File: src/rtl/core/bbes_pkg.sv
// Types, constants and saturation helpers for the block excess summary unit.
// Depends on nothing; the lane, merge, accumulator and top modules import it.
package bbes_pkg;

    // Bits handled by one lane of the prefix scan.
    localparam int LANE_BITS   = 4;
    localparam int LANE_W      = 4;   // signed lane excess, -4..4
    localparam int LANE_CNT_W  = 3;   // lane minimum count, 0..4
    // Chunk-level summary widths, sized for chunks of up to 16 bits.
    localparam int CSUM_W      = 6;   // signed chunk excess, -16..16
    localparam int CCNT_W      = 5;   // chunk minimum count, 0..16
    // Port field widths.
    localparam int CHUNK_W     = 16;
    localparam int NBITS_W     = 5;
    localparam int CFG_W       = 7;
    localparam int OUT_EXC_W   = 12;
    localparam int OUT_CNT_W   = 11;
    localparam int IN_TDATA_W  = 24;
    localparam int OUT_TDATA_W = 48;
    localparam logic [CFG_W-1:0] CFG_RESET = 7'd16;

    // Summary of the counted bits of one lane.
    typedef struct packed {
        logic                         any;
        logic signed [LANE_W-1:0]     total;
        logic signed [LANE_W-1:0]     mn;
        logic signed [LANE_W-1:0]     mx;
        logic        [LANE_CNT_W-1:0] cnt;
    } bbes_lane_sum_t;

    // Summary of the counted bits of one chunk.
    typedef struct packed {
        logic                     any;
        logic signed [CSUM_W-1:0] total;
        logic signed [CSUM_W-1:0] mn;
        logic signed [CSUM_W-1:0] mx;
        logic        [CCNT_W-1:0] cnt;
    } bbes_chunk_sum_t;

    // Clamp a signed excess to the 12-bit output range.
    function automatic logic [OUT_EXC_W-1:0] sat_exc(input logic signed [31:0] v);
        logic signed [31:0] r;
        r = v;
        if (r > 32'sd2047)
        begin
            r = 32'sd2047;
        end
        if (r < -32'sd2048)
        begin
            r = -32'sd2048;
        end
        return r[OUT_EXC_W-1:0];
    endfunction

    // Clamp a count to the 11-bit output range.
    function automatic logic [OUT_CNT_W-1:0] sat_cnt(input logic [31:0] v);
        logic [OUT_CNT_W-1:0] r;
        if (v > 32'd2047)
        begin
            r = 11'd2047;
        end
        else
        begin
            r = v[OUT_CNT_W-1:0];
        end
        return r;
    endfunction

endpackage

File: src/rtl/core/bbes_lane.sv
// One lane of the chunk prefix scan: summarizes four bits into a registered lane summary.
// Depends on bbes_pkg.
module bbes_lane
    import bbes_pkg::*;
(
    input  logic                 clk,
    input  logic                 ld,
    input  logic [LANE_BITS-1:0] bits,   // bit 0 is the earliest
    input  logic [LANE_BITS-1:0] mask,   // 1 marks a counted bit
    output bbes_lane_sum_t       sum
);

    bbes_lane_sum_t              sum_reg;
    bbes_lane_sum_t              sum_next;
    logic signed [LANE_W-1:0]    e;
    logic signed [LANE_W-1:0]    mn;
    logic signed [LANE_W-1:0]    mx;
    logic [LANE_CNT_W-1:0]       cnt;
    logic                        any;

    // Walk the lane's bits in order, tracking excess, extremes and minimum count.
    always_comb
    begin
        e   = '0;
        mn  = '0;
        mx  = '0;
        cnt = '0;
        any = 1'b0;
        for (int j = 0; j < LANE_BITS; j++)
        begin
            if (mask[j])
            begin
                e = bits[j] ? (e + 4'sd1) : (e - 4'sd1);
                if (!any || (e < mn))
                begin
                    mn  = e;
                    cnt = 3'd1;
                end
                else if (e == mn)
                begin
                    cnt = cnt + 3'd1;
                end
                if (!any || (e > mx))
                begin
                    mx = e;
                end
                any = 1'b1;
            end
        end
        sum_next.any   = any;
        sum_next.total = e;
        sum_next.mn    = mn;
        sum_next.mx    = mx;
        sum_next.cnt   = cnt;
    end

    // Lane summary register, loaded when a word is accepted.
    always_ff @(posedge clk)
    begin
        if (ld)
        begin
            sum_reg <= sum_next;
        end
    end

    assign sum = sum_reg;

endmodule

File: src/rtl/core/bbes_merge.sv
// Merging stage: combines the lane summaries of one chunk into a registered chunk summary.
// Depends on bbes_pkg.
module bbes_merge
    import bbes_pkg::*;
#(
    parameter int NUM_LANES = 4
)
(
    input  logic            clk,
    input  logic            ld,
    input  bbes_lane_sum_t  lane_sum [NUM_LANES],
    output bbes_chunk_sum_t sum
);

    bbes_chunk_sum_t          sum_reg;
    bbes_chunk_sum_t          sum_next;
    logic signed [CSUM_W-1:0] off;
    logic signed [CSUM_W-1:0] mn;
    logic signed [CSUM_W-1:0] mx;
    logic signed [CSUM_W-1:0] cand_mn;
    logic signed [CSUM_W-1:0] cand_mx;
    logic [CCNT_W-1:0]        cnt;
    logic                     any;

    // Offset each lane by the excess of the lanes before it and fold in order.
    always_comb
    begin
        off     = '0;
        mn      = '0;
        mx      = '0;
        cnt     = '0;
        any     = 1'b0;
        cand_mn = '0;
        cand_mx = '0;
        for (int k = 0; k < NUM_LANES; k++)
        begin
            if (lane_sum[k].any)
            begin
                cand_mn = off + CSUM_W'(lane_sum[k].mn);
                cand_mx = off + CSUM_W'(lane_sum[k].mx);
                if (!any || (cand_mn < mn))
                begin
                    mn  = cand_mn;
                    cnt = CCNT_W'(lane_sum[k].cnt);
                end
                else if (cand_mn == mn)
                begin
                    cnt = cnt + CCNT_W'(lane_sum[k].cnt);
                end
                if (!any || (cand_mx > mx))
                begin
                    mx = cand_mx;
                end
                off = off + CSUM_W'(lane_sum[k].total);
                any = 1'b1;
            end
        end
        sum_next.any   = any;
        sum_next.total = off;
        sum_next.mn    = mn;
        sum_next.mx    = mx;
        sum_next.cnt   = cnt;
    end

    // Chunk summary register.
    always_ff @(posedge clk)
    begin
        if (ld)
        begin
            sum_reg <= sum_next;
        end
    end

    assign sum = sum_reg;

endmodule

File: src/rtl/core/bbes_accum.sv
// Block accumulator: folds chunk summaries into the running block state and
// holds the output register. Depends on bbes_pkg.
module bbes_accum
    import bbes_pkg::*;
#(
    parameter int CHUNK_BITS           = 16,
    parameter int MAX_CHUNKS_PER_BLOCK = 64
)
(
    input  logic                   clk,
    input  logic                   rst_n,
    input  logic [CFG_W-1:0]       cfg,
    input  bbes_chunk_sum_t        sum,
    input  logic                   item_valid,
    input  logic                   item_eos,
    output logic                   item_ready,
    input  logic                   out_ready,
    output logic                   out_valid,
    output logic [OUT_TDATA_W-1:0] out_data
);

    localparam int SPAN   = MAX_CHUNKS_PER_BLOCK * CHUNK_BITS;
    localparam int EXC_R  = $clog2(SPAN + 1) + 1;
    localparam int EXC_W  = (EXC_R > CSUM_W) ? EXC_R : CSUM_W;
    localparam int NW_R   = $clog2(SPAN + 1);
    localparam int NW     = (NW_R > CCNT_W) ? NW_R : CCNT_W;
    localparam int CW     = $clog2(MAX_CHUNKS_PER_BLOCK + 1);
    localparam int LW     = CW + CFG_W;

    logic signed [EXC_W-1:0] run_exc_reg, run_exc_next;
    logic signed [EXC_W-1:0] run_min_reg, run_min_next;
    logic signed [EXC_W-1:0] run_max_reg, run_max_next;
    logic [NW-1:0]           run_cnt_reg, run_cnt_next;
    logic [CW-1:0]           chunk_cnt_reg, chunk_cnt_next;
    logic                    out_valid_reg, out_valid_next;
    logic [OUT_TDATA_W-1:0]  out_data_reg, out_data_next;

    logic signed [EXC_W-1:0] upd_exc, upd_min, upd_max;
    logic signed [EXC_W-1:0] cand_mn, cand_mx;
    logic [NW-1:0]           upd_cnt;
    logic [CW-1:0]           cnt_inc;
    logic [LW-1:0]           limit;
    logic                    blk_any;
    logic                    emit;
    logic                    take;

    // Effective block length: zero acts as one, large values clamp to the maximum.
    always_comb
    begin
        if (cfg == '0)
        begin
            limit = LW'(1);
        end
        else if (LW'(cfg) > LW'(MAX_CHUNKS_PER_BLOCK))
        begin
            limit = LW'(MAX_CHUNKS_PER_BLOCK);
        end
        else
        begin
            limit = LW'(cfg);
        end
    end

    // Fold the chunk summary into the block, offset by the running excess.
    always_comb
    begin
        blk_any = (run_cnt_reg != '0);
        cand_mn = run_exc_reg + EXC_W'(sum.mn);
        cand_mx = run_exc_reg + EXC_W'(sum.mx);
        upd_exc = run_exc_reg + EXC_W'(sum.total);
        upd_min = run_min_reg;
        upd_max = run_max_reg;
        upd_cnt = run_cnt_reg;
        if (sum.any)
        begin
            if (!blk_any || (cand_mn < run_min_reg))
            begin
                upd_min = cand_mn;
                upd_cnt = NW'(sum.cnt);
            end
            else if (cand_mn == run_min_reg)
            begin
                upd_cnt = run_cnt_reg + NW'(sum.cnt);
            end
            if (!blk_any || (cand_mx > run_max_reg))
            begin
                upd_max = cand_mx;
            end
        end
        cnt_inc    = chunk_cnt_reg + CW'(1);
        emit       = item_eos || (LW'(cnt_inc) >= limit);
        item_ready = !emit || !out_valid_reg || out_ready;
        take       = item_valid && item_ready;
    end

    // Next state of the block and of the output register.
    always_comb
    begin
        run_exc_next   = run_exc_reg;
        run_min_next   = run_min_reg;
        run_max_next   = run_max_reg;
        run_cnt_next   = run_cnt_reg;
        chunk_cnt_next = chunk_cnt_reg;
        out_valid_next = out_valid_reg;
        out_data_next  = out_data_reg;
        if (out_valid_reg && out_ready)
        begin
            out_valid_next = 1'b0;
        end
        if (take)
        begin
            if (emit)
            begin
                out_valid_next = 1'b1;
                if (upd_cnt != '0)
                begin
                    out_data_next = {1'b0,
                                     sat_cnt(32'(upd_cnt)),
                                     sat_exc(32'(upd_max)),
                                     sat_exc(32'(upd_min)),
                                     sat_exc(32'(upd_exc))};
                end
                else
                begin
                    out_data_next = '0;
                end
                run_exc_next   = '0;
                run_cnt_next   = '0;
                chunk_cnt_next = '0;
            end
            else
            begin
                run_exc_next   = upd_exc;
                run_min_next   = upd_min;
                run_max_next   = upd_max;
                run_cnt_next   = upd_cnt;
                chunk_cnt_next = cnt_inc;
            end
        end
    end

    // Control state and running excess.
    always_ff @(posedge clk or negedge rst_n)
    begin
        if (!rst_n)
        begin
            run_exc_reg   <= '0;
            run_cnt_reg   <= '0;
            chunk_cnt_reg <= '0;
            out_valid_reg <= 1'b0;
        end
        else
        begin
            run_exc_reg   <= run_exc_next;
            run_cnt_reg   <= run_cnt_next;
            chunk_cnt_reg <= chunk_cnt_next;
            out_valid_reg <= out_valid_next;
        end
    end

    // Extremes are only read once the block has a counted bit; output payload.
    always_ff @(posedge clk)
    begin
        run_min_reg  <= run_min_next;
        run_max_reg  <= run_max_next;
        out_data_reg <= out_data_next;
    end

    assign out_valid = out_valid_reg;
    assign out_data  = out_data_reg;

endmodule

File: src/rtl/core/bit_block_excess_summary_unit.sv
// Top level of the block excess summary unit: lanes, merging stage and accumulator.
// Depends on bbes_pkg, bbes_lane, bbes_merge and bbes_accum.
//
// Usage: each word on s_axis carries one chunk of parenthesis bits (earliest bit
// in bit CHUNK_BITS-1, 1 = open) and the number of leading bits that count; tlast
// closes the current block early. Every chunks_per_block words (or at tlast) one
// summary word leaves on m_axis: total, minimum and maximum prefix excess and the
// number of prefixes at the minimum; a block with no counted bits gives all zeros.
// The user writes the block length on the cfg channel only while the unit is idle;
// the unit does not enforce this. Throughput: one word per cycle unless an output
// stall backs up to s_axis. The prefix scan runs as parallel four-bit lanes, a
// merging stage joins them and the accumulator folds one chunk per cycle.
// The last word of a block passes the lane registers, the merge register and the
// output register before its summary is valid on m_axis.
// Reset: chunks_per_block returns to 16, the block is cleared, no word is pending.
// Stall: while m_axis_tready is low the output word holds; the input keeps being
// taken until a word that closes a block meets a full output register, then the
// two pipeline stages fill and s_axis_tready drops.
module bit_block_excess_summary_unit
    import bbes_pkg::*;
#(
    parameter int CHUNK_BITS           = 16,
    parameter int MAX_CHUNKS_PER_BLOCK = 64
)
(
    input  logic                   clk,
    input  logic                   rst_n,
    // Input words.
    input  logic                   s_axis_tvalid,
    output logic                   s_axis_tready,
    input  logic [IN_TDATA_W-1:0]  s_axis_tdata,   // chunk[15:0], valid_bits[20:16], zero pad
    input  logic                   s_axis_tlast,   // end_of_stream
    // Summary words.
    output logic                   m_axis_tvalid,
    input  logic                   m_axis_tready,
    output logic [OUT_TDATA_W-1:0] m_axis_tdata,   // total_excess[11:0], min_excess[23:12],
                                                   // max_excess[35:24], min_count[46:36], pad
    // Block length register.
    input  logic                   cfg_valid,
    output logic                   cfg_ready,
    input  logic [CFG_W-1:0]       cfg_data
);

    localparam int NUM_LANES = (CHUNK_BITS + LANE_BITS - 1) / LANE_BITS;

    logic                 v1_reg, v1_next;
    logic                 eos1_reg, eos1_next;
    logic                 v2_reg, v2_next;
    logic                 eos2_reg, eos2_next;
    logic [CFG_W-1:0]     cfg_reg, cfg_next;
    logic                 ready_a;
    logic                 ready_b;
    logic                 acc_ready;
    logic                 s_accept;
    logic [NBITS_W-1:0]   nbits;
    logic [LANE_BITS-1:0] lane_bits [NUM_LANES];
    logic [LANE_BITS-1:0] lane_mask [NUM_LANES];
    bbes_lane_sum_t       lane_sum  [NUM_LANES];
    bbes_chunk_sum_t      chunk_sum;

    // Counted bits, clamped to the chunk width.
    assign nbits = (s_axis_tdata[CHUNK_W+NBITS_W-1:CHUNK_W] > NBITS_W'(CHUNK_BITS)) ?
                   NBITS_W'(CHUNK_BITS) : s_axis_tdata[CHUNK_W+NBITS_W-1:CHUNK_W];

    // Deal the chunk's bits out to the lanes in stream order.
    for (genvar k = 0; k < NUM_LANES; k++)
    begin : g_lane
        for (genvar j = 0; j < LANE_BITS; j++)
        begin : g_bit
            localparam int I = k * LANE_BITS + j;
            if (I < CHUNK_BITS)
            begin : g_used
                assign lane_bits[k][j] = s_axis_tdata[CHUNK_BITS-1-I];
                assign lane_mask[k][j] = (nbits > NBITS_W'(I));
            end
            else
            begin : g_pad
                assign lane_bits[k][j] = 1'b0;
                assign lane_mask[k][j] = 1'b0;
            end
        end

        bbes_lane u_lane
        (
            .clk  (clk),
            .ld   (s_accept),
            .bits (lane_bits[k]),
            .mask (lane_mask[k]),
            .sum  (lane_sum[k])
        );
    end

    bbes_merge #(
        .NUM_LANES (NUM_LANES)
    ) u_merge
    (
        .clk      (clk),
        .ld       (ready_b && v1_reg),
        .lane_sum (lane_sum),
        .sum      (chunk_sum)
    );

    bbes_accum #(
        .CHUNK_BITS           (CHUNK_BITS),
        .MAX_CHUNKS_PER_BLOCK (MAX_CHUNKS_PER_BLOCK)
    ) u_accum
    (
        .clk        (clk),
        .rst_n      (rst_n),
        .cfg        (cfg_reg),
        .sum        (chunk_sum),
        .item_valid (v2_reg),
        .item_eos   (eos2_reg),
        .item_ready (acc_ready),
        .out_ready  (m_axis_tready),
        .out_valid  (m_axis_tvalid),
        .out_data   (m_axis_tdata)
    );

    // Pipeline handshake: a stage loads when it is empty or its word moves on.
    assign ready_b       = !v2_reg || acc_ready;
    assign ready_a       = !v1_reg || ready_b;
    assign s_axis_tready = ready_a;
    assign s_accept      = s_axis_tvalid && ready_a;
    assign cfg_ready     = 1'b1;

    always_comb
    begin
        v1_next   = v1_reg;
        eos1_next = eos1_reg;
        v2_next   = v2_reg;
        eos2_next = eos2_reg;
        cfg_next  = cfg_reg;
        if (ready_a)
        begin
            v1_next   = s_axis_tvalid;
            eos1_next = s_axis_tlast;
        end
        if (ready_b)
        begin
            v2_next   = v1_reg;
            eos2_next = eos1_reg;
        end
        if (cfg_valid)
        begin
            cfg_next = cfg_data;
        end
    end

    // Stage valid flags, stream-end marks and the block length register.
    always_ff @(posedge clk or negedge rst_n)
    begin
        if (!rst_n)
        begin
            v1_reg   <= 1'b0;
            eos1_reg <= 1'b0;
            v2_reg   <= 1'b0;
            eos2_reg <= 1'b0;
            cfg_reg  <= CFG_RESET;
        end
        else
        begin
            v1_reg   <= v1_next;
            eos1_reg <= eos1_next;
            v2_reg   <= v2_next;
            eos2_reg <= eos2_next;
            cfg_reg  <= cfg_next;
        end
    end

endmodule

File: config.mk
export PLATFORM = sky130hd
export DESIGN_NAME = bit_block_excess_summary_unit
export DESIGN_NICKNAME = d
export VERILOG_FILES = /design/src/rtl/core/bbes_pkg.sv /design/src/rtl/core/bbes_lane.sv /design/src/rtl/core/bbes_merge.sv /design/src/rtl/core/bbes_accum.sv /design/src/rtl/core/bit_block_excess_summary_unit.sv
export SDC_FILE = /design/constraint.sdc
export NUM_CORES = 1
export LEC_CHECK = 0
export BUFFER_PORTS_ARGS = -buffer_cell sky130_fd_sc_hd__buf_4
export CAP_MARGIN = 20
export CORE_UTILIZATION = 55
export CTS_CLUSTER_SIZE = 40
export DETAILED_ROUTE_END_ITERATION = 16
export PLACE_DENSITY = 0.78
export SLEW_MARGIN = 20
export SYNTH_ARGS = -nofsm -noshare
export SYNTH_HDL_FRONTEND = slang
export SYNTH_SLANG_ARGS = --single-unit
File: constraint.sdc
create_clock -name clk -period 8.1 [get_ports clk]
set_input_delay 1.215 -clock clk [delete_from_list [all_inputs] [get_ports clk]]
set_output_delay 1.215 -clock clk [all_outputs]
set_load 0.005 [all_outputs]
==> impl_results.rst <==
.. list-table::
   :header-rows: 1

   * - Metric
     - Value
   * - Total grt overflow
     - 0
   * - Most used routing layer
     - met2
   * - Achievable Freq
     - roughly 0.14 GHz
   * - Antenna Violating Nets Remaining
     - 0
   * - Nets in the synthesized netlist
     - roughly 2100
   * - Full die area
     - about 32000 µm²
   * - Global routing met2 resource utilization
     - 0.4112
   * - Number of global-route vias before repair
     - 13590
   * - Clock Tree Buf Depth
     - 3
   * - Number of flip-flops and latches in the synthesized netlist
     - approximately 200
   * - Arrival time at the worst endpoint
     - ~7.6 ns
   * - Capturing element type of the critical path
     - flip-flop
   * - Post-detailed-placement half-perimeter wirelength
     - 29300 µm
   * - Area growth from synthesis to layout
     - 9.888%
   * - Ratio of cells with drive above 1 in the final layout
     - 0.1129
   * - Placed standard-cell area
     - ~19000 µm²
   * - Number of max-slew violations in the final report
     - 0
   * - Wire length of the first global-routing pass
     - 64510 µm
   * - Width of the die
     - 180.2 µm
   * - Required time worst endpoint
     - roughly 8.4 ns
   * - Number of port buffers
     - 82
   * - Hold bufs inserted after CTS
     - 0
   * - Hold Path End
     - v2_reg$_DFFE_PN0P_
   * - Num ports
     - 88
   * - Primary FF master, synth
     - edfxtp_1
   * - Chip Height
     - approximately 180 µm
   * - Antenna cell count
     - 0
   * - Transition time of the tightest slew-check pin
     - between 1 and 1.5 ns
   * - Count of flip-flops with a built-in enable after synthesis
     - 159
   * - Met1 Track Usage GR
     - 0.3078
   * - Crit start category
     - flip-flop
   * - Period Utilization, post-route
     - 0.9079
   * - Setup repair after global routing missed its margin
     - false
   * - Number of endpoints with negative hold slack in the final report
     - 0
   * - Routability-driven placement congestion ratio
     - around 0.91
   * - Clock insertion delay at the later pin of the skew report
     - 0.52 ns
   * - Placement row count
     - between 60 and 70
   * - Setup violators final
     - 0
   * - Router iterations before antenna repair
     - 5
   * - Final wirelength
     - approximately 38000 µm
   * - Htree depth
     - 1
   * - Path type of the worst setup path
     - flip-flop to flip-flop
   * - Slowest library cell on the worst path
     - o311ai_1
   * - Vias/cell
     - roughly 5.9
   * - Maximum number of pins on one net before global-route repair
     - between 60 and 70
   * - Number of design-rule violations left by the first detailed-router iteration
     - 738
   * - Critical register-to-register path endpoint
     - u_merge.sum[0]$_DFFE_PP_
   * - Antenna violations before repair
     - 0
   * - Post-layout min period
     - 7.354 ns
   * - Count of max-cap constraint violations
     - 0
   * - Count of unique library cells instantiated by Yosys
     - a little under 90
   * - Most common library cell in the layout ignoring fill and taps
     - ha_1
   * - Hold slack
     - between 0.5 and 0.6 ns
   * - CTS Sinks
     - 201
   * - Cell area after layout
     - 19190 µm²
   * - Final-layout setup total negative slack
     - 0 ns
   * - Status
     - finished, final reports clean
   * - Commonest non-fill, non-tap cells in the layout
     - 245 x ha_1, 172 x inv_1, 159 x edfxtp_1, 134 x a21oi_1, 124 x nand2_1
   * - Post-Synthesis Mean Instance Area
     - 9.723 µm²
   * - DRC errors left
     - 0
   * - NumNets Final
     - 2177
   * - Maximum cell stage delay along the critical path
     - about 0.46 ns
   * - Reg2reg path depth
     - 31
   * - Flip-flop count of the largest register after layout
     - 64
   * - Rel. slew slack
     - 0.3139
   * - CTS buffer count
     - 22
   * - Maximum clock skew at final layout
     - a little under 0.02 ns
   * - Minimum setup slack among reg-to-reg paths
     - between 0.7 and 0.8 ns
   * - Reg2reg start
     - g_lane[0].u_lane.sum[15]$_SDFFCE_PP1P_
   * - Clock tree from TritonCTS
     - yes
   * - Post-synth design cell area
     - 17460 µm²
   * - Number of warning messages in the yosys log
     - 0
   * - Wire length per cell
     - between 15 and 20 µm
   * - Post-synthesis sequential area ratio
     - 0.3337
   * - Via total after detailed routing
     - about 13000
   * - Min-Delay Path Class
     - flip-flop to flip-flop
   * - FFs w/ async S/R, synth
     - 0.2090
   * - Cell at the root of the clock tree
     - clkbuf_16
   * - Area of the core region
     - 30910 µm²
   * - Initial standard-cell utilization of the core
     - 0.5649
   * - Beginning of the worst hold path
     - v1_reg$_DFFE_PN0N_
   * - Met3 usage in global routing
     - 0.02668
   * - Mapped Cells
     - 1796
   * - Maximum fanout encountered on the critical timing path
     - 28
   * - Hold Path Cell Cnt
     - 1
   * - Total GRT Usage
     - 0.2364
   * - Clock edge transition at the registers on the reported setup and hold paths
     - 0.06 ns
[synth_stat cells, types with 6 or more instances]
| master | count | share of area |
|---|---|---|
| xnor2_1 | 89 | 0.045 |
| a21oi_1 | 134 | 0.038 |
| nor2b_1 | 29 | 0.010 |
| nor2_1 | 108 | 0.023 |
| a32oi_1 | 11 | 0.0055 |
| mux2i_1 | 52 | 0.030 |
| and4_1 | 6 | 0.0030 |
| clkbuf_1 | 37 | 0.0080 |
| xor2_1 | 27 | 0.014 |
| a21boi_0 | 36 | 0.015 |
| o21bai_1 | 17 | 0.0073 |
| a21o_1 | 42 | 0.018 |
| o21a_1 | 14 | 0.0060 |
| edfxtp_1 | 159 | 0.27 |
| nor3_1 | 22 | 0.0063 |
| fa_1 | 25 | 0.029 |
| a22o_1 | 26 | 0.013 |
| a31oi_1 | 9 | 0.0032 |
| o211ai_1 | 12 | 0.0052 |
| mux2_2 | 47 | 0.030 |
| nand2_1 | 124 | 0.027 |
| dfrtp_1 | 41 | 0.059 |
| a31o_2 | 6 | 0.0030 |
| o21ai_0 | 109 | 0.031 |
| or2_2 | 8 | 0.0029 |
| nand4_1 | 13 | 0.0047 |
| and3_1 | 11 | 0.0039 |
| ha_1 | 245 | 0.18 |
| nand3_1 | 25 | 0.0072 |
| nand2b_1 | 14 | 0.0050 |
| inv_1 | 173 | 0.037 |
| and2_1 | 15 | 0.0054 |
[timing repair]
item / in CTS / in global routing
endpoints found under the setup margin: 0 / 6
buffers inserted: 0 / 0
endpoints found under the hold margin: 0 / 0
resized for setup: 0 / 2
[area by class of cell]
class | count | area, µm²
Fill cell | 2498 | 11720
Tap cell | 396 | 495.5
Timing Repair Buffer | 96 | 720.7
Clock inverter | 16 | 98.84
Multi-Input combinational cell | 1375 | 10840
Clock buffer | 24 | 558.0
Sequential cell | 201 | 5827
Inverter | 174 | 653.1
[through the flow]
stage | cells | setup slack [ns] | utilization
finish | 2282 | 0.7462 | 0.6208
global route | 2282 | 0.1841 | 0.6208
CTS | 2281 | 0.5540 | 0.6206
detailed placement | 2241 | 0.3359 | 0.5993
global placement | 2240 | 0.5669 | 0.5991
floorplan | 1796 | 1.057 | -
[worst max path at each step]
stage,startpoint,end,slack [ns]
after floorplan,g_lane[0].u_lane.sum[15]$_SDFFCE_PP1P_,u_merge.sum[0]$_DFFE_PP_,1.06
after global placement,s_axis_tdata[20],g_lane[1].u_lane.sum[8]$_DFFE_PP_,0.57
after detailed placement,s_axis_tdata[20],g_lane[1].u_lane.sum[10]$_DFFE_PP_,0.34
after CTS,g_lane[0].u_lane.sum[15]$_SDFFCE_PP1P_,u_merge.sum[0]$_DFFE_PP_,0.55
after global routing,g_lane[0].u_lane.sum[15]$_SDFFCE_PP1P_,u_merge.sum[0]$_DFFE_PP_,0.18
final,g_lane[0].u_lane.sum[15]$_SDFFCE_PP1P_,u_merge.sum[0]$_DFFE_PP_,0.75
[cells by family after synthesis]
group	count (synthesis)	share of synthesized area
compound gates	478	0.1785
xor+xnor	117	0.05947
fa+ha+maj	273	0.2059
buf+inv	221	0.04851
flops	201	0.3337
mux	101	0.06184
other cells	2	0.0004301
simple gates	403	0.1116
[routing by layer]
layer / share of wire / routed length [µm] / vias to the layer above
met5: 0 / 0 / -
met1: 0.45 / 17320 / 6383
met2: 0.47 / 18060 / 339
met3: 0.045 / 1698 / 79
li1: - / - / 6682
met4: 0.026 / 1000 / 0
[worst max-delay path: cells and delay by family (launching register included)]
family	cells	cell delay, ns
AOI/OAI and AO/OA	13	2.84
adders and majority gates	5	1.49
and+or+nand+nor	9	1.42
buffers and inverters	3	0.81
DFF	1	0.34
xor gates and xnor gates	1	0.18
Power is left out: the tool's default activity adds up to more than one toggle a clock period on the data nets, which glitch-free logic cannot reach.
